--- config.mk ---
export PLATFORM = sky130hd
export DESIGN_NAME = psu_ram
export DESIGN_NICKNAME = d
export VERILOG_FILES = /design/src/design/psu_ram.sv
export SDC_FILE = /design/constraint.sdc
export NUM_CORES = 1
export LEC_CHECK = 0
export BUFFER_PORTS_ARGS = -buffer_cell sky130_fd_sc_hd__buf_2
export CAP_MARGIN = 10
export CORE_MARGIN = 10
export CORE_UTILIZATION = 62
export DETAILED_ROUTE_END_ITERATION = 12
export GPL_ROUTABILITY_DRIVEN = 0
export PLACE_DENSITY_LB_ADDON = 0.25
export SKIP_CTS_REPAIR_TIMING = 1
export SLEW_MARGIN = 20
export SYNTH_ARGS = -nofsm -noshare
export SYNTH_HDL_FRONTEND = slang
export SYNTH_SLANG_ARGS = --single-unit
--- constraint.sdc ---
create_clock -name clk -period 3.15 [get_ports clk]
set_clock_uncertainty 0.2 [all_clocks]
set_input_delay 0.63 -clock clk [delete_from_list [all_inputs] [get_ports clk]]
set_output_delay 0.63 -clock clk [all_outputs]
set_load 0.02 [all_outputs]
--- src/design/psu_ram.sv ---
module psu_ram #(
    parameter int WIDTH = 8,
    parameter int DEPTH = 64
) (
    input  logic                     clk,
    input  logic                     we,
    input  logic [$clog2(DEPTH)-1:0] waddr,
    input  logic [WIDTH-1:0]         wdata,
    input  logic [$clog2(DEPTH)-1:0] raddr,
    output logic [WIDTH-1:0]         rdata
);

    logic [WIDTH-1:0] mem [DEPTH];

    always_ff @(posedge clk)
    begin
        if (we)
        begin
            mem[waddr] <= wdata;
        end
        rdata <= mem[raddr];
    end

endmodule

; Word level (Yosys, flattened, before mapping)
; Memory sizes are Yosys's and may differ from the RTL's. A register that Yosys moved wholly into a read port is not among the register bits.
; Index checks and enable logic that the tools add are counted.
[totals]
output_inout_bits = 8
mem_count = 1
wordCells = 3
mem_bits_rw = 512
ff_bits = 0
in_bits = 22
[classes]
muxes = 2
[mem_list]
columns = name, words, width, rd, rd_ports_with_merged_regs, write_ports, line
row1 = mem, 64, 8, 1, 1, 1, 13  ; logic [WIDTH-1:0] mem [DEPTH];
[op_table]
columns = cell, n
row1 = 1-bit two-way mux, 2

; Logic depth before layout (Yosys ltp)
[logic_depth]
word_depth = 2
mapped_depth = 9

; Worst setup path before layout
; No wires, ideal clock.
[synth_path]
path_kind = input to register
startpoint = in raddr[1]
endpoint = reg rdata[3] (read register of mem)
setup_ns = 0.128
arrival_time_ns = 2.170
path_slack_ns = 0.652
n_path_buf = 3
path_stages = 7
path_cell_list = buf_4 -> buf_2 -> buf_2 -> mux4_2 -> mux4_2 -> o21ai_1 -> o41ai_1
[synth_rtl]
columns = item, line
row1 = start: declaration, 9  ; input logic [$clog2(DEPTH)-1:0] raddr,
row2 = end: declaration, 10  ; output logic [WIDTH-1:0] rdata

==> results.yml <==
die:
  chipWidth_um: 200
  start_util: 0.634
  rows: 65
  dieArea_sq_um: 40100
  ios: 30
  die_y_um: 200
  coreArea_sq_um: 31800
critical_path:
  path_class: "primary input to flip-flop"
  crit_top_cell: "buf_4"
  critPathMaxStageDelay_ns: 0.79
  cpLargestDelayFamily: "buffers and inverters"
  worstPathRequired_ns: 3.37
  crit_fanout: 23
  critical_path_arrival_ns: 2.98
  r2r_setup_slack_ns: 0.77
  crit_chain: "clkbuf_8 > buf_4 > mux4_2 > a2111oi_0 > buf_4 > o41ai_1"
  critPathBufInv: 3
  cp_slowest_cell: "a2111oi_0"
  startpoint_type: "primary input"
  endpoint_kind: "flip-flop"
routing:
  wire_per_inst_um: 29.3
  drtPass1Iterations: 5
  drtIter0Drc: 1305
  ant_nets: 0
  vias_per_cell: 6.59
  drc: 0
  drt-total-wl_um: 45700
  num_vias: 10300
synth:
  postSynthCellCount: 940
  ys_seq_area_frac: 0.770
  syn_area_sq_um: 20200
  synth_cell_types: 40
  yosys_register_bits: 520
  yosys_warnings: 0
  syn_area_per_cell_sq_um: 21.5
  synth_fp_nets: 962
place:
  hpwl_um: 28100
  pre_cts_ws_ns: -0.0956
  io_buffers: 29
  placed_cells: 1469
clocking:
  cts.path.max_buffers: 3
  clockRootBuffer: "clkbuf_16"
  clk-insertion-delay-late_ns: 0.56
  htree_levels: 2
  cts_buffers: 49
  cts.sinks: 520
  clkTransAtPathRegs_ns: 0.06
  cts_tree: "yes"
sta:
  finalSetupViolCount: 0
  setup_slack_ns: 0.394
  timing.fmax_mhz: 363
  fin_crit_ns: 2.76
  rsz0062_at_grt: "false"
  min_period_over_period: 0.875
  slew_viol_final: 0
  worst_pin_slew_ns: 0.839
  slew_headroom: 0.426
  finalHoldViolations: 0
pwr:
  power_density_nw_per_um2: 604
  power_w: 0.0139
  power.leakage_nw: 7.44
  ir_worst_vdd_v: 0.000546
global_route:
  grt_pass1_wl_um: 68400
  grt-ovfl-total: 0
  globalRouteTotalUtil: 0.227
  antenna_found_initial: 4
  grt_pass1_vias: 10500
  grt_max_degree: 65
status:
  status: "complete, no violations"
layout:
  nets: 1107
  final_cells: 1557
  drive_above_1_share: 0.314
  fill_cells: 1806
  area_growth_pct: 14.2
flow_run:
  drv_cap: 0
hold_path:
  hold_class: "primary input to flip-flop"
==> metrics by stage <==
step	util	TNS (ns)	instance area (sq um)	hold WS, ns
3_5_place_dp	0.678	-0.0956	21500	0.628
6_report	0.724	0	23000	0.271
4_1_cts	0.724	0	23000	0.255
5_1_grt	0.724	0	23000	0.271
3_3_place_gp	0.678	-0.0423	21500	0.607
2_1_floorplan	-	0	20200	0.518
==> placed cells by master (no fill, tap or decap), types with 4 or more instances in the layout <==
cell type,n
edfxtp_1,512
clkinv_1,8
nand3_1,13
o221ai_1,8
mux2i_1,23
nor3_1,7
nor2_1,83
a221oi_1,6
clkbuf_1,12
clkinv_2,8
nor2b_1,14
o22ai_1,8
mux2_2,13
a211oi_1,4
buf_4,109
nand2_1,19
buf_2,25
buf_12,10
clkbuf_16,51
mux4_2,126
dfxtp_1,8
nand2b_1,7
==> metal layers <==
layer | routed length (um) | global-route usage | share of wire | vias up
met1 | 17100 | 0.316 | 0.38 | 5270
met3 | 4920 | 0.0458 | 0.11 | 104
li1 | - | - | - | 4222
met4 | 1480 | 0.0771 | 0.032 | 2
met2 | 22100 | 0.356 | 0.48 | 663
met5 | 13 | 0 | 0.00028 | -
==> synth_stat cells <==
| library cell | number | share of area |
|---|---|---|
| o32ai_1 | 2 | 0.00087 |
| o311ai_1 | 1 | 0.00043 |
| o21ai_1 | 2 | 0.00050 |
| o2111ai_1 | 3 | 0.0013 |
| nor2b_1 | 14 | 0.0043 |
| buf_6 | 4 | 0.0022 |
| o21ai_0 | 2 | 0.00050 |
| dfxtp_1 | 8 | 0.0079 |
| buf_4 | 13 | 0.0048 |
| o22ai_1 | 8 | 0.0025 |
| nand2_1 | 19 | 0.0035 |
| a211oi_1 | 4 | 0.0015 |
| o21a_1 | 2 | 0.00074 |
| a31oi_1 | 1 | 0.00031 |
| nand3_1 | 13 | 0.0032 |
| nand3b_1 | 3 | 0.0011 |
| edfxtp_1 | 512 | 0.76 |
| nand4_1 | 2 | 0.00062 |
| o2bb2ai_1 | 3 | 0.0013 |
| and2_1 | 1 | 0.00031 |
| a221oi_1 | 6 | 0.0026 |
| nor4_1 | 2 | 0.00062 |
| o221a_2 | 2 | 0.0011 |
| mux2_2 | 13 | 0.0073 |
| mux2i_1 | 23 | 0.011 |
| nand4b_1 | 1 | 0.00043 |
| clkbuf_1 | 17 | 0.0032 |
| nor2_1 | 83 | 0.015 |
| mux4_2 | 126 | 0.14 |
| a2111oi_0 | 2 | 0.00087 |
| buf_1 | 4 | 0.00074 |
| buf_2 | 11 | 0.0027 |
| o221ai_1 | 8 | 0.0035 |
| o41ai_1 | 2 | 0.00087 |
| nand2b_1 | 7 | 0.0022 |
| nor3_1 | 7 | 0.0017 |
| or3_1 | 1 | 0.00031 |
| a22oi_1 | 3 | 0.0011 |
| a21oi_1 | 3 | 0.00074 |
| buf_12 | 2 | 0.0020 |
==> final cells by class <==
cell class,count,area [sq um],area share
diodes,2,5.00,0.000217
clock buffers,63,1320,0.0574
clock inverters,23,150,0.00652
multi-input cells,369,4320,0.187
flip-flops and latches,520,15500,0.675
well taps,435,544,0.0236
repair buffers,145,1160,0.0503
==> path summary, 6_finish.rpt <==
kind                            startpoint         end  cells past startpoint
worst max-delay path              raddr[0]    rdata[5]                      6
worst min-delay path              wdata[5]  mem[55][5]                      1
worst max register to register  mem[29][4]    rdata[4]                      5
worst min register to register  mem[22][0]    rdata[0]                      4
==> power by group <==
group | switching, W | internal (W) | total, W
Combinational | 0.000458 | 0.000303 | 0.000761
Clock | 0.00242 | 0.00304 | 0.00546
Sequential | 0.0000270 | 0.00766 | 0.00768
==> registers in the layout, summed over array words and instances (netlist names) <==
name and cells:
mem 512, rdata 8
==> cell families after synthesis <==
| family | after synthesis | synth area share |
|---|---|---|
| AO/OA/AOI/OAI | 54 | 0.0207 |
| AND/OR/NAND/NOR | 153 | 0.0339 |
| buffers and inverters | 51 | 0.0157 |
| flip-flops | 520 | 0.770 |
| multiplexers | 162 | 0.159 |
(Power assumes the default switching activity.)
