[src/design/psu_pkg.sv]
package psu_pkg;

    localparam int MAX_PARTICLES = 64;
    localparam int ADDR_W        = $clog2(MAX_PARTICLES);
    localparam int CNT_W         = $clog2(MAX_PARTICLES + 1);
    localparam int FACTOR_W      = 17;
    localparam int CFG_IDX_W     = 2;

    localparam logic [FACTOR_W-1:0] FACTOR_ONE = 17'h10000;

    localparam logic [1:0] OP_ADD   = 2'd0;
    localparam logic [1:0] OP_TICK  = 2'd1;
    localparam logic [1:0] OP_SHIFT = 2'd2;

    localparam logic [CFG_IDX_W-1:0] REG_ORIGIN_X = 2'd0;
    localparam logic [CFG_IDX_W-1:0] REG_ORIGIN_Y = 2'd1;

    typedef struct packed {
        logic [1:0]         opcode;
        logic signed [31:0] arg_x;
        logic signed [31:0] arg_y;
        logic signed [31:0] vel_x;
        logic signed [31:0] vel_y;
        logic signed [31:0] acc_x;
        logic signed [31:0] acc_y;
        logic [31:0]        begin_color;
        logic [31:0]        end_color;
        logic [15:0]        begin_size;
        logic [15:0]        end_size;
        logic [31:0]        time_value;
    } item_t;

    typedef struct packed {
        logic signed [31:0] out_x;
        logic signed [31:0] out_y;
        logic [15:0]        out_size;
        logic [31:0]        out_color;
        logic               last;
    } result_t;

    typedef struct packed {
        logic signed [31:0] x;
        logic signed [31:0] y;
        logic signed [31:0] vx;
        logic signed [31:0] vy;
        logic signed [31:0] ax;
        logic signed [31:0] ay;
        logic [31:0]        begin_color;
        logic [31:0]        end_color;
        logic [15:0]        begin_size;
        logic [15:0]        end_size;
        logic [31:0]        birth;
        logic [31:0]        life;
    } entry_t;

    localparam int ENTRY_W = $bits(entry_t);

    function automatic logic signed [31:0] sat_add32(input logic signed [31:0] a,
                                                     input logic signed [47:0] b);
        logic signed [48:0] s;
        s = $signed({{17{a[31]}}, a}) + $signed({b[47], b});
        if (s > 49'sh0_0000_7FFF_FFFF)
            return 32'sh7FFF_FFFF;
        else if (s < -49'sh0_0000_8000_0000)
            return 32'sh8000_0000;
        else
            return s[31:0];
    endfunction

    function automatic logic signed [47:0] sext48(input logic signed [31:0] a);
        return {{16{a[31]}}, a};
    endfunction

endpackage

[src/design/psu_blend.sv]
module psu_blend (
    input  psu_pkg::entry_t               ent,
    input  logic [psu_pkg::FACTOR_W-1:0]  factor,
    output logic [31:0]                   color,
    output logic [15:0]                   size
);

    // b*(1-f) + e*f == b + (e-b)*f, floored by the arithmetic shift
    always_comb
    begin
        logic signed [8:0]  d8;
        logic signed [26:0] p8;
        logic signed [16:0] d16;
        logic signed [34:0] p16;
        color = 32'd0;
        for (int ch = 0; ch < 4; ch++)
        begin
            d8 = $signed({1'b0, ent.end_color[8*ch +: 8]})
               - $signed({1'b0, ent.begin_color[8*ch +: 8]});
            p8 = d8 * $signed({1'b0, factor});
            color[8*ch +: 8] = ent.begin_color[8*ch +: 8] + p8[23:16];
        end
        d16  = $signed({1'b0, ent.end_size}) - $signed({1'b0, ent.begin_size});
        p16  = d16 * $signed({1'b0, factor});
        size = ent.begin_size + p16[31:16];
    end

endmodule

[config.mk]
export PLATFORM = sky130hd
export DESIGN_NAME = psu_blend
export DESIGN_NICKNAME = d
export VERILOG_FILES = /design/src/design/psu_pkg.sv /design/src/design/psu_blend.sv
export SDC_FILE = /design/constraint.sdc
export NUM_CORES = 2
export LEC_CHECK = 0
export CAP_MARGIN = 20
export CORE_MARGIN = 2
export CORE_UTILIZATION = 60
export DETAILED_ROUTE_END_ITERATION = 10
export DONT_BUFFER_PORTS = 1
export PLACE_DENSITY_LB_ADDON = 0.12
export SYNTH_ARGS = -nofsm -noshare
export SYNTH_HDL_FRONTEND = slang
export SYNTH_SLANG_ARGS = --single-unit
[constraint.sdc]
create_clock -name vclk -period 21.5
set_input_delay 1.075 -clock vclk [all_inputs]
set_output_delay 1.075 -clock vclk [all_outputs]
set_load 0.005 [all_outputs]
* Word level (Yosys, flattened, before mapping) *
Index checks and enable logic that the tools add are counted.

storage, ports and cells
  memories = 0
  ROM bits = 0
  latch bits = 0
  memory bits (writable) = 0
  flip-flop bits (word level) = 0

cells by class
  divide/modulo/power cells = 0
  equality and inequality tests = 0
  bitwise operators = 0
  muxes and demuxes = 0
  $add $sub $neg = 10
  shift-type cells = 0
  order comparisons = 0
  multiply operators = 5
  reduce and logical (&&, ||, !) cells = 0

operators with widths
  kind              count
  $mul A9 B18 Y24   4
  $sub A8 B8 Y9     4
  $add A8 B8 Y8     4
  $mul A17 B18 Y32  1
  $sub A16 B16 Y17  1
  $add A16 B16 Y16  1

* Longest topological paths before layout *
  word-level depth = 3
  depth in mapped cells = 44
  depth with buffers taken out = 43

* Least setup slack after synthesis *
No wires, ideal clock.

  path type = input to output
  start = input ent[64] in the netlist's numbering
  end = output size[15]
  stages on the path = 41
  required time = 20425 ps
  path slack = 10730 ps
  arrival time = 9695 ps
  cells stage by stage = inv_1 -> ha_1 -> fa_1 -> nor2b_1 -> o31a_1 -> o211ai_1 -> a21boi_0 -> nand2b_1 -> a21oi_1 -> xnor2_1 -> clkbuf_1 -> nand2_1 -> fa_1 -> inv_1 -> fa_1 -> inv_1 -> fa_1 -> inv_1 -> [... 5 more ...] -> ha_1 -> nand4_1 -> nor2_1 -> a2bb2oi_1 -> nand2_1 -> or3_1 -> a21oi_1 -> xnor2_1 -> ha_1 -> o21ai_0 -> o211ai_1 -> a41oi_1 -> nor3_1 -> o31a_1 -> xnor2_1 -> xnor2_1 -> xnor2_1 -> xnor2_1

between the ends
  cells in the longest elaborated chain, start to end = 3

ends and longest elaborated chain
  item                RTL line         RTL
  start: declaration  psu_blend.sv:2   input psu_pkg::entry_t ent,
  $sub A16 B16 Y17    psu_blend.sv:23  d16 = $signed({1'b0, ent.end_size}) - $signed({1'b0, ent.begin_size});
  $mul A17 B18 Y32    psu_blend.sv:24  p16 = d16 * $signed({1'b0, factor});
  $add A16 B16 Y16    psu_blend.sv:25  size = ent.begin_size + p16[31:16];
  end: declaration    psu_blend.sv:5   output logic [15:0] size

Every way passes these cells.

* Final worst setup path *
Same ends and word-level chain as after synthesis.

==> summary.log <==
[worst_setup_path] cell at the slowest stage of the critical path sky130_fd_sc_hd__a211oi_1
[die] chip height 228 um
[routing] wire length per cell 17.3 um
[worst_setup_path] CP dominant cell by count sky130_fd_sc_hd__fa_1
[placed_design] number of port buffers 0
[die] Core Box Area 49200 um2
[worst_setup_path] worst path required time 20.43 ns
[global_route] Remaining Overflow, GRT 0
[routing] via density per instance 5.51
[flow_run] max-cap viol count 0
[timing] final sum of negative setup slack 0 ns
[timing] Fmax 77.9 MHz
[timing] final hold viol count 0
[yosys] leading cell types by total area after synthesis sky130_fd_sc_hd__fa_1 44%, sky130_fd_sc_hd__ha_1 17%, sky130_fd_sc_hd__inv_1 9.9%
[die] die boundary width 228 um
[finish] area occupied by registers 0 um2
[min_path] WHS Endpoint color[0]
[timing] remaining max-slew budget at the tightest pin 25.5%
[finish] net count reported at finish 4794
[routing] antenna viol nets, final 0
[yosys] count of unique library cells instantiated by Yosys 58
[cts] setup fix buffers added after clock tree synthesis 0
[finish] number of clock buffer instances in the layout 0
[global_route] antenna violations before repair 0
[global_route] largest net degree at the start of global routing 56
[yosys] area share of the leading cell type in the synthesized netlist 43.6%
[worst_setup_path] highest net fanout along the worst path 10
[die] starting density of the core 61.1%
[routing] DRC viols 0
[min_path] beginning of the worst hold path ent[128]
[min_path] class of the tightest hold or removal check in2out
[outcome] run status completed
[yosys] cell type with the largest total area after synthesis sky130_fd_sc_hd__fa_1
[global_route] via count of the first global-routing pass 24600
[die] Top-Level Pins 417
[routing] Detailed Route Iter0 Violations 1041
[timing] final critical path time including I/O delays and setup 12.84 ns
[yosys] instance count of the mapped netlist 3477
[placed_design] HPWL reported at the end of detailed placement 51400 um
[routing] Pre-antenna DRT Iters 5
[global_route] total global routing track utilization 28.7%
[finish] share of layout cells above drive strength 1 3.27%
[global_route] first-pass GRT wire length 119000 um
[routing] Routed WL 69800 um
[placed_design] pre-CTS setup slack 8.81 ns
[die] area enclosed by the die boundary 51800 um2
[yosys] Mean Syn Cell Area 8.63 um2
[worst_setup_path] critical path start-end classification in2out
[yosys] netlist area before placement 30000 um2
[worst_setup_path] launching element of the worst setup path ent[64]
[min_path] cell depth of the worst min-delay path 1
[timing] final setup violating endpoints 0
[finish] area growth from synthesis to layout 2.26%
[yosys] sequential-to-total area share from yosys stat 0%
[finish] sequential cell count 0
[worst_setup_path] crit path capture type primary output
[cts] hold buffers post-CTS 0
[worst_setup_path] Worst path max stage delay 0.62 ns
[worst_setup_path] Crit path arrival time 11.76 ns
[yosys] post-synth net total 4903
[cts] post-cts sizing count 0
[placed_design] Final Wtd Congestion 0.844
[timing] unrepaired setup endpoints after global routing false
[routing] count of vias placed by the detailed router 22200
[worst_setup_path] startpoint type of the worst setup path input pin
[yosys] total number of yosys warnings 0
[timing] number of slew-limit violations in the final report 0
[timing] post-layout worst setup margin 8.66 ns
[timing] transition time at the pin with the least slew margin 1.12 ns
[die] placement row count 81
[timing] ratio of final minimum period to clock period 59.7%
-- metal layers --
layer / wire (um) / share of wire, % / vias to the layer above / global-route usage [%]
met3: 3710 / 5.3 / 102 / 2.58
met5: 0 / 0 / - / 0
met2: 36300 / 52 / 555 / 52.6
li1: - / - / 10100 / -
met4: 1130 / 1.6 / 0 / 5.44
met1: 28700 / 41 / 11400 / 37.2
-- layout by cell type, fill, tap and decap left out, types with 3 or more instances in the layout --
master,synthesis,final
sky130_fd_sc_hd__o31a_1,4,4
sky130_fd_sc_hd__nand3_1,17,17
sky130_fd_sc_hd__fa_1,653,653
sky130_fd_sc_hd__nor2_1,76,76
sky130_fd_sc_hd__a21oi_1,85,83
sky130_fd_sc_hd__nand2_1,467,467
sky130_fd_sc_hd__a31oi_1,4,4
sky130_fd_sc_hd__ha_1,404,404
sky130_fd_sc_hd__o41ai_1,4,4
sky130_fd_sc_hd__o21a_1,20,20
sky130_fd_sc_hd__or3_1,8,8
sky130_fd_sc_hd__mux2i_1,3,3
sky130_fd_sc_hd__nand4_1,12,12
sky130_fd_sc_hd__xnor2_1,106,95
sky130_fd_sc_hd__o211ai_1,6,6
sky130_fd_sc_hd__o21bai_1,20,20
sky130_fd_sc_hd__and2_1,287,287
sky130_fd_sc_hd__o31ai_1,6,6
sky130_fd_sc_hd__a21o_1,27,27
sky130_fd_sc_hd__nand4b_1,3,3
sky130_fd_sc_hd__nor2b_1,44,44
sky130_fd_sc_hd__xnor2_2,1,12
sky130_fd_sc_hd__xnor3_1,3,3
sky130_fd_sc_hd__nor3_1,21,21
sky130_fd_sc_hd__a21boi_0,6,6
sky130_fd_sc_hd__or2_2,49,49
sky130_fd_sc_hd__nand2b_1,93,93
sky130_fd_sc_hd__xor2_2,0,3
sky130_fd_sc_hd__a211oi_1,6,6
sky130_fd_sc_hd__buf_4,0,40
sky130_fd_sc_hd__inv_1,791,791
sky130_fd_sc_hd__o21ai_0,35,35
sky130_fd_sc_hd__xor2_1,32,29
-- worst max-delay path: cells and delay by family --
kind,cells,cell delay (ns)
buffers and inverters,5,0.65
XOR/XNOR,5,0.93
AO/OA/AOI/OAI,11,3.19
AND/OR/NAND/NOR,8,1.80
adder cells (fa/ha/maj),10,4.10
-- final cells by class --
cell class / count / area (um2)
multi-input combinational: 2535 / 26600
fill: 4298 / 18500
inverter: 791 / 2970
tap: 664 / 831
timing repair buffer: 40 / 300
antenna: 2 / 5.00
-- worst max path at each step --
| stage | to | cells past startpoint |
|---|---|---|
| finish | size[15] | 39 |
| global route | size[15] | 39 |
| CTS | size[15] | 39 |
| detailed placement | size[15] | 39 |
| global placement | size[15] | 39 |
| floorplan | size[15] | 41 |
-- through the flow --
stage               hold WS [ns]  utilization, %  instance area (um2)  instances
floorplan                   2.27               -                30000       3477
global placement            2.28            62.4                30700       4030
detailed placement          2.27            62.4                30700       4030
CTS                         2.27            62.4                30700       4030
global route                2.28            62.4                30700       4030
finish                      2.27            62.4                30700       4032
-- cells by family (layout without fill, tap and decap cells) --
| logic type | count (synthesis) | in the layout | synth area share, % |
|---|---|---|---|
| simple gates | 1088 | 1088 | 18.1 |
| mux | 3 | 3 | 0.100 |
| xor+xnor | 142 | 142 | 4.31 |
| buf+inv | 942 | 831 | 11.8 |
| other cells | 0 | 2 | 0 |
| fa+ha+maj | 1057 | 1057 | 60.4 |
| compound gates | 245 | 245 | 5.28 |
-- Yosys cell counts, types with 3 or more instances --
| library cell | instances |
|---|---|
| sky130_fd_sc_hd__inv_1 | 791 |
| sky130_fd_sc_hd__fa_1 | 653 |
| sky130_fd_sc_hd__nand2_1 | 467 |
| sky130_fd_sc_hd__ha_1 | 404 |
| sky130_fd_sc_hd__and2_1 | 287 |
| sky130_fd_sc_hd__clkbuf_1 | 147 |
| sky130_fd_sc_hd__xnor2_1 | 106 |
| sky130_fd_sc_hd__nand2b_1 | 93 |
| sky130_fd_sc_hd__a21oi_1 | 85 |
| sky130_fd_sc_hd__nor2_1 | 76 |
| sky130_fd_sc_hd__or2_2 | 49 |
| sky130_fd_sc_hd__nor2b_1 | 44 |
| sky130_fd_sc_hd__o21ai_0 | 35 |
| sky130_fd_sc_hd__xor2_1 | 32 |
| sky130_fd_sc_hd__a21o_1 | 27 |
| sky130_fd_sc_hd__nor3_1 | 21 |
| sky130_fd_sc_hd__o21a_1 | 20 |
| sky130_fd_sc_hd__o21bai_1 | 20 |
| sky130_fd_sc_hd__nand3_1 | 17 |
| sky130_fd_sc_hd__nand4_1 | 12 |
| sky130_fd_sc_hd__or3_1 | 8 |
| sky130_fd_sc_hd__a211oi_1 | 6 |
| sky130_fd_sc_hd__a21boi_0 | 6 |
| sky130_fd_sc_hd__o211ai_1 | 6 |
| sky130_fd_sc_hd__o31ai_1 | 6 |
| sky130_fd_sc_hd__a31oi_1 | 4 |
| sky130_fd_sc_hd__o31a_1 | 4 |
| sky130_fd_sc_hd__o41ai_1 | 4 |
| sky130_fd_sc_hd__buf_2 | 3 |
| sky130_fd_sc_hd__mux2i_1 | 3 |
| sky130_fd_sc_hd__nand4b_1 | 3 |
| sky130_fd_sc_hd__xnor3_1 | 3 |
Power is not shown: default switching activity piles up to over one toggle a cycle in this logic, so the estimate is an artifact.
