`src/design/psu_pkg.sv`:
```
package psu_pkg;

    localparam int MAX_PARTICLES = 64;
    localparam int ADDR_W        = $clog2(MAX_PARTICLES);
    localparam int CNT_W         = $clog2(MAX_PARTICLES + 1);
    localparam int FACTOR_W      = 17;
    localparam int CFG_IDX_W     = 2;

    localparam logic [FACTOR_W-1:0] FACTOR_ONE = 17'h10000;

    localparam logic [1:0] OP_ADD   = 2'd0;
    localparam logic [1:0] OP_TICK  = 2'd1;
    localparam logic [1:0] OP_SHIFT = 2'd2;

    localparam logic [CFG_IDX_W-1:0] REG_ORIGIN_X = 2'd0;
    localparam logic [CFG_IDX_W-1:0] REG_ORIGIN_Y = 2'd1;

    typedef struct packed {
        logic [1:0]         opcode;
        logic signed [31:0] arg_x;
        logic signed [31:0] arg_y;
        logic signed [31:0] vel_x;
        logic signed [31:0] vel_y;
        logic signed [31:0] acc_x;
        logic signed [31:0] acc_y;
        logic [31:0]        begin_color;
        logic [31:0]        end_color;
        logic [15:0]        begin_size;
        logic [15:0]        end_size;
        logic [31:0]        time_value;
    } item_t;

    typedef struct packed {
        logic signed [31:0] out_x;
        logic signed [31:0] out_y;
        logic [15:0]        out_size;
        logic [31:0]        out_color;
        logic               last;
    } result_t;

    typedef struct packed {
        logic signed [31:0] x;
        logic signed [31:0] y;
        logic signed [31:0] vx;
        logic signed [31:0] vy;
        logic signed [31:0] ax;
        logic signed [31:0] ay;
        logic [31:0]        begin_color;
        logic [31:0]        end_color;
        logic [15:0]        begin_size;
        logic [15:0]        end_size;
        logic [31:0]        birth;
        logic [31:0]        life;
    } entry_t;

    localparam int ENTRY_W = $bits(entry_t);

    function automatic logic signed [31:0] sat_add32(input logic signed [31:0] a,
                                                     input logic signed [47:0] b);
        logic signed [48:0] s;
        s = $signed({{17{a[31]}}, a}) + $signed({b[47], b});
        if (s > 49'sh0_0000_7FFF_FFFF)
            return 32'sh7FFF_FFFF;
        else if (s < -49'sh0_0000_8000_0000)
            return 32'sh8000_0000;
        else
            return s[31:0];
    endfunction

    function automatic logic signed [47:0] sext48(input logic signed [31:0] a);
        return {{16{a[31]}}, a};
    endfunction

endpackage

```
`src/design/psu_div.sv`:
```
module psu_div (
    input  logic                          clk,
    input  logic                          rst_n,
    input  logic                          start,
    input  logic [31:0]                   elapsed,
    input  logic [31:0]                   life,
    output logic                          done,
    output logic [psu_pkg::FACTOR_W-1:0]  factor
);

    logic        busy_reg, busy_next;
    logic        done_reg, done_next;
    logic [4:0]  cnt_reg, cnt_next;
    logic [31:0] rem_reg, rem_next;
    logic [31:0] div_reg, div_next;
    logic [15:0] quo_reg, quo_next;
    logic [psu_pkg::FACTOR_W-1:0] factor_reg, factor_next;
    logic [32:0] rem2;
    logic        qbit;

    // restoring division, one quotient bit per cycle; rem stays below the divisor
    always_comb
    begin
        busy_next   = busy_reg;
        done_next   = 1'b0;
        cnt_next    = cnt_reg;
        rem_next    = rem_reg;
        div_next    = div_reg;
        quo_next    = quo_reg;
        factor_next = factor_reg;
        rem2        = {rem_reg, 1'b0};
        qbit        = (rem2 >= {1'b0, div_reg});
        if (start)
        begin
            if (life == 32'd0 || elapsed >= life)
            begin
                factor_next = psu_pkg::FACTOR_ONE;
                done_next   = 1'b1;
            end
            else
            begin
                rem_next  = elapsed;
                div_next  = life;
                cnt_next  = 5'd16;
                quo_next  = 16'd0;
                busy_next = 1'b1;
            end
        end
        else if (busy_reg)
        begin
            if (qbit)
            begin
                rem_next = 32'(rem2 - {1'b0, div_reg});
            end
            else
            begin
                rem_next = rem2[31:0];
            end
            quo_next = {quo_reg[14:0], qbit};
            cnt_next = cnt_reg - 5'd1;
            if (cnt_reg == 5'd1)
            begin
                busy_next   = 1'b0;
                done_next   = 1'b1;
                factor_next = {1'b0, quo_reg[14:0], qbit};
            end
        end
    end

    always_ff @(posedge clk or negedge rst_n)
    begin
        if (!rst_n)
        begin
            busy_reg <= 1'b0;
            done_reg <= 1'b0;
            cnt_reg  <= 5'd0;
        end
        else
        begin
            busy_reg <= busy_next;
            done_reg <= done_next;
            cnt_reg  <= cnt_next;
        end
    end

    always_ff @(posedge clk)
    begin
        rem_reg    <= rem_next;
        div_reg    <= div_next;
        quo_reg    <= quo_next;
        factor_reg <= factor_next;
    end

    assign done   = done_reg;
    assign factor = factor_reg;

endmodule

```
`config.mk`:
```
export PLATFORM = sky130hd
export DESIGN_NAME = psu_div
export DESIGN_NICKNAME = d
export VERILOG_FILES = /design/src/design/psu_pkg.sv /design/src/design/psu_div.sv
export SDC_FILE = /design/constraint.sdc
export NUM_CORES = 1
export LEC_CHECK = 0
export BUFFER_PORTS_ARGS = -buffer_cell sky130_fd_sc_hd__clkbuf_2
export CORE_MARGIN = 4
export CORE_UTILIZATION = 50
export CTS_BUF_LIST = sky130_fd_sc_hd__clkbuf_4 sky130_fd_sc_hd__clkbuf_8
export DETAILED_ROUTE_END_ITERATION = 7
export PLACE_DENSITY_LB_ADDON = 0.2
export SLEW_MARGIN = 20
export SYNTH_ARGS = -nofsm -noshare
export SYNTH_HDL_FRONTEND = slang
export SYNTH_SLANG_ARGS = --single-unit
export TNS_END_PERCENT = 50
```
`constraint.sdc`:
```
create_clock -name clk -period 5.04 [get_ports clk]
set_input_delay 1.008 -clock clk [delete_from_list [all_inputs] [get_ports clk]]
set_output_delay 1.008 -clock clk [all_outputs]
set_load 0.1 [all_outputs]
```
# Yosys cells after proc, flatten, opt, wreduce, memory -nomap -nowiden

Cells that the tools add are included.
Widths: inputs -> output; s select.

Register bits after elaboration: 103
Input port bits: 67
Output and inout bits: 18
Word-level logic and storage cells: 44

$add $sub $neg: 2
Magnitude comparators: 2
Equal/unequal tests: 3
Muxes and demuxes: 22
Bitwise operators: 1
Reductions and logical operators: 7

Operators by type and width:

| operator            | count |
|---|---|
| $mux 32             | 4 |
| $mux 17             | 4 |
| $mux 15             | 3 |
| $ge 33x32->1        | 1 |
| $ge 32x32->1        | 1 |
| $logic_not 32->1    | 1 |
| $sub 32x32->32      | 1 |
| $mux 5              | 3 |
| $mux 1              | 8 |
| $eq 5x1->1 const B  | 1 |
| $sub 5x1->5 const B | 1 |
| $reduce_and 2->1    | 2 |
| $reduce_bool 2->1   | 2 |
| $reduce_and 3->1    | 1 |
| $ne 2x1->1 const B  | 1 |
| $ne 2x2->1 const B  | 1 |
| $logic_or 1x1->1    | 1 |
| $not 1->1           | 1 |

# Logic depth before layout (Yosys ltp)

Word-level depth: 4
Gate-level depth with buffers: 14
Gate-level depth less buffers: 10

# Least setup slack after synthesis

No wires, ideal clock.

Kind: input-to-reg
From: input port elapsed[0]
To: register factor_reg (netlist bit factor[0]), enable pin
Library setup time: 0.656 ns
Data arrival time: 7.452 ns
Data required time: 4.384 ns
Path slack: -3.067 ns
Stages: 9
Buffers on the path: 0
Cells stage by stage: inv_1 -> ha_1 -> nand2b_1 -> a21o_1 -> a21o_1 -> a21oi_1 -> o211ai_1 -> a2111oi_1 -> nor2_1

Longest elaborated chain between the ends: 4

RTL lines:

| item                              | line          | RTL |
|---|---|---|
| start, declared                   | psu_div.sv:5  | `input logic [31:0] elapsed,` |
| $ge 32x32->1                      | psu_div.sv:35 | `if (life == 32'd0 \|\| elapsed >= life)` |
| $logic_or 1x1->1                  | psu_div.sv:35 |  |
| $ne 2x1->1 (no source line)       | n/a           |  |
| $reduce_and 3->1 (no source line) | n/a           |  |
| end signal, assigned              | psu_div.sv:91 | `factor_reg <= factor_next;` |
| end, declared                     | psu_div.sv:17 | `logic [psu_pkg::FACTOR_W-1:0] factor_reg, factor_next;` |

Every way passes these cells.
A chain may end at the register's enable or synchronous reset.

# Final worst setup path

From: register rem_reg[9]
To: register rem_reg[21] (data pin)

Longest elaborated chain between the ends: 4
Elaborated cells on any way between the ends: 5
Those cells by class: add/sub: 1; order compare: 1; mux: 3

RTL lines:

| item                                           | line                         | RTL |
|---|---|---|
| start, declared                                | psu_div.sv:14                | `logic [31:0] rem_reg, rem_next;` |
| start signal, assigned                         | psu_div.sv:88                | `rem_reg <= rem_next;` |
| $sub 32x32->32 or $ge 33x32->1 (tied branches) | psu_div.sv:53, psu_div.sv:32 |  |
| $mux 32 *                                      | psu_div.sv:51                | `if (qbit)` |
| $mux 32 *                                      | psu_div.sv:49                | `else if (busy_reg)` |
| $mux 32 *                                      | psu_div.sv:33                | `if (start)` |
| via rem_next[21]                               | psu_div.sv:14                |  |

Mark *: on every way through the listed nets, which the timed path passes. The rest lies on a longest branch. The select of a mux whose other input is x is not followed.

==> impl_metrics.py <==
metrics = {
    "critical_path": {
        "crit_path_start_kind": "flip-flop",
        "r2r_slack_ns": 1.25,
        "worstPathRequired_ns": 5.18,
        "critPathCaptureType": "flip-flop",
        "r2r_start": "rem_reg[9]$_DFFE_PP_",
        "crit_path_max_fanout": 19,
        "crit_type": "reg -> reg",
        "critPathArrivalTime_ns": 3.93,
        "r2r_cells": 10,
        "r2r-end": "rem_reg[21]$_DFFE_PP_",
        "setup.worst_path.start": "rem_reg[9]$_DFFE_PP_",
        "endpoint": "rem_reg[21]$_DFFE_PP_",
    },
    "synthesis": {
        "synth_top_area_cell": "edfxtp_1",
        "syn_inst": 642,
        "synth_commonest_cells": "edfxtp_1, inv_1, ha_1",
        "synth_area_um2": 6798,
        "ys_ff_latch": 103,
        "ys_dominant_reg_cell": "edfxtp_1",
        "synth_area_leaders": "edfxtp_1, ha_1, mux2_2, inv_1, a21oi_1",
        "synth_warnings": 0,
        "ys_async_sr_fraction_pct": 6.796,
        "synth.avg_cell_area_um2": 10.59,
        "seq_area_frac_synth_pct": 44.98,
        "synth.most_common_cell": "edfxtp_1",
        "synth_cell_types": 58,
        "synth-edff-count": 96,
        "synth.net_count": 776,
        "yosysTopAreaCellShare_pct": 42.41,
    },
    "die": {
        "dieArea_um2": 15530,
        "start_util_pct": 51.13,
        "die_w_um": 124.6,
        "rows": 42,
        "io_pins": 85,
        "core_area_um2": 13300,
        "die_y_um": 124.6,
    },
    "cts": {
        "cts.path.max_buffers": 2,
        "post_cts_buffers": 0,
        "numCtsBuffers": 9,
        "clk_pin_slew_ns": 0.10,
        "hold_buffers": 0,
        "cts_resized": 0,
        "htree_levels": 3,
        "clk_latency_ns": 0.38,
        "cts_tree": "built",
        "cts.sinks": 103,
        "clock-root-buffer": "clkbuf_8",
    },
    "power_and_ir_drop": {
        "power.internal_uw": 2238,
        "ir_drop_mv": 0.2358,
        "p_per_area_nw_per_um2": 498.8,
        "pwr-share-clk_pct": 12.4,
        "combPwrFrac_pct": 53.2,
        "p_sw_share_pct": 40.84,
        "power_frac_seq_pct": 34.4,
        "leakagePower_uw": 0.003382,
        "power.switching_uw": 1545,
    },
    "sta": {
        "fmax_mhz": 264.0,
        "min_period_over_period_pct": 75.15,
        "slew_headroom_pct": 50.52,
        "finalClockSkew_ns": 0.01131,
        "min_period_ns": 3.788,
        "tightest_slew_ns": 0.7422,
        "finalSetupTns_ns": 0,
        "slew_viol_final": 0,
        "rsz0062_at_grt": "no",
        "hold_viol_final": 0,
        "finalSetupViolCount": 0,
    },
    "global_routing": {
        "antenna_found_initial": 0,
        "overflow": 0,
        "grt_max_degree": 69,
        "grt_pass1_wl_um": 26280,
        "grt_use_total_pct": 20.77,
        "grt_pass1_vias": 5159,
    },
    "final_layout": {
        "design_area_um2": 7584,
        "area_growth_pct": 11.56,
        "fillCellCount": 1188,
        "nNetsFinal": 861,
        "drive_above_1_share_pct": 20.52,
        "insertedDiodeCount": 0,
        "fin_cells": 907,
        "multiInputGateArea_um2": 3366,
        "seq_area_um2": 3058,
    },
    "detailed_routing": {
        "dr.pass1.iters": 5,
        "drtIter0Drc": 454,
        "num_vias": 5253,
        "via_per_inst": 5.792,
        "wl_per_cell_um": 17.69,
        "drc": 0,
        "ant_nets": 0,
        "drt_wl_total_um": 16040,
    },
    "placement": {
        "place_hpwl_um": 12240,
        "gp_congestion": 0.8899,
        "portBuffers": 84,
        "dpl_cell_area_um2": 7422,
        "dp_cells": 892,
    },
    "min_path": {
        "hold_class": "in -> async",
    },
    "status": {
        "status": "completed",
    },
    "job": {
        "cap_viol_max_count": 0,
    },
}
[stage by stage]
stage,utilization (%),hold WS [ns],setup slack [ns],total power [uW]
global placement,55.83,0.4851,0.9011,3251
CTS,57.04,0.4454,1.257,3778
floorplan,-,0.4734,0.2761,2887
global route,57.04,0.4598,1.084,4060
detailed placement,55.83,0.4960,0.9343,3302
finish,57.04,0.4554,1.252,3783
[logic make-up after synthesis]
| logic type | Yosys count | share of synthesized area, % |
|---|---|---|
| flip-flops | 103 | 44.98 |
| adder cells (fa/ha/maj) | 67 | 12.44 |
| XOR/XNOR | 25 | 3.221 |
| AND/OR/NAND/NOR | 169 | 13.05 |
| multiplexers | 37 | 6.092 |
| AO/OA/AOI/OAI | 146 | 14.41 |
| buffers and inverters | 95 | 5.798 |
[critical path: stages (launching register included)]
cell,delay (ns)
edfxtp_1,0.40
ha_1,0.42
nand4_1,0.18
or3_1,0.37
a31o_1,0.25
a2111o_1,0.45
a211oi_2,0.38
or2_1,0.17
buf_4,0.29
mux2_2,0.38
mux2_2,0.26
[worst min-delay path by stage]
stage / start / to / slack, ns
after floorplan: busy_reg$_DFFE_PN0P_ / busy_reg$_DFFE_PN0P_ / 0.47
after global placement: busy_reg$_DFFE_PN0P_ / busy_reg$_DFFE_PN0P_ / 0.49
after detailed placement: busy_reg$_DFFE_PN0P_ / busy_reg$_DFFE_PN0P_ / 0.50
after CTS: rst_n / cnt_reg[2]$_DFFE_PN0P_ / 0.45
after global routing: rst_n / cnt_reg[3]$_DFFE_PN0P_ / 0.46
final: rst_n / cnt_reg[2]$_DFFE_PN0P_ / 0.46
[cell type report]
type                       instances  share of cell area, %
multi-input combinational        444                  44.38
sequential                       103                  40.32
timing repair buffer              91                  6.402
inverter                          78                  3.861
tap                              176                  2.904
clock buffer                       9                  1.633
clock inverter                     6                 0.4950
[cells in the final DEF, fill, tap and decap left out, types with 3 or more instances in the layout]
cell type  synthesis  final
a2111oi_0          3      3
a21boi_0           4      4
a21o_1            26     26
a21oi_1           44     44
a221o_1            3      3
a31o_2             3      3
a31oi_1            7      7
a41o_1             3      3
and3_1             7      7
buf_4              2      6
clkbuf_2           0     84
clkbuf_8           0      9
dfrtp_1            7      7
edfxtp_1          96     96
ha_1              66     66
inv_1             78     78
mux2_2            35     35
nand2_1           31     31
nand2b_1           8      7
nand3_1           11     11
nand4_1           12     12
nor2_1            34     34
nor2b_1           23     23
nor3_1            15     15
nor3b_1            4      4
nor4_1            11     11
nor4b_1            3      3
o211ai_1           4      4
o21a_1             4      4
o21ai_0           18     18
o21bai_1           3      3
o22ai_1            3      3
o31ai_1            4      4
or3_1              4      4
xnor2_1           17     17
xor2_1             8      8
[layer usage]
layer	global-route usage, %	part of all wire [%]	up-vias
li1	-	-	2543
met1	28.65	45	2495
met2	33.24	46	191
met3	3.259	6.4	24
met4	7.544	2.4	0
met5	0	0	-
[power groups by stage]
stage	combinational [uW]	sequential [uW]	clock, uW
floorplan	1470	1420	0
global placement	1940	1310	0
CTS	2000	1300	477
finish	2010	1300	468
global route	2220	1320	515
detailed placement	1980	1320	0
Note: power is estimated with default switching activity, not from simulation.
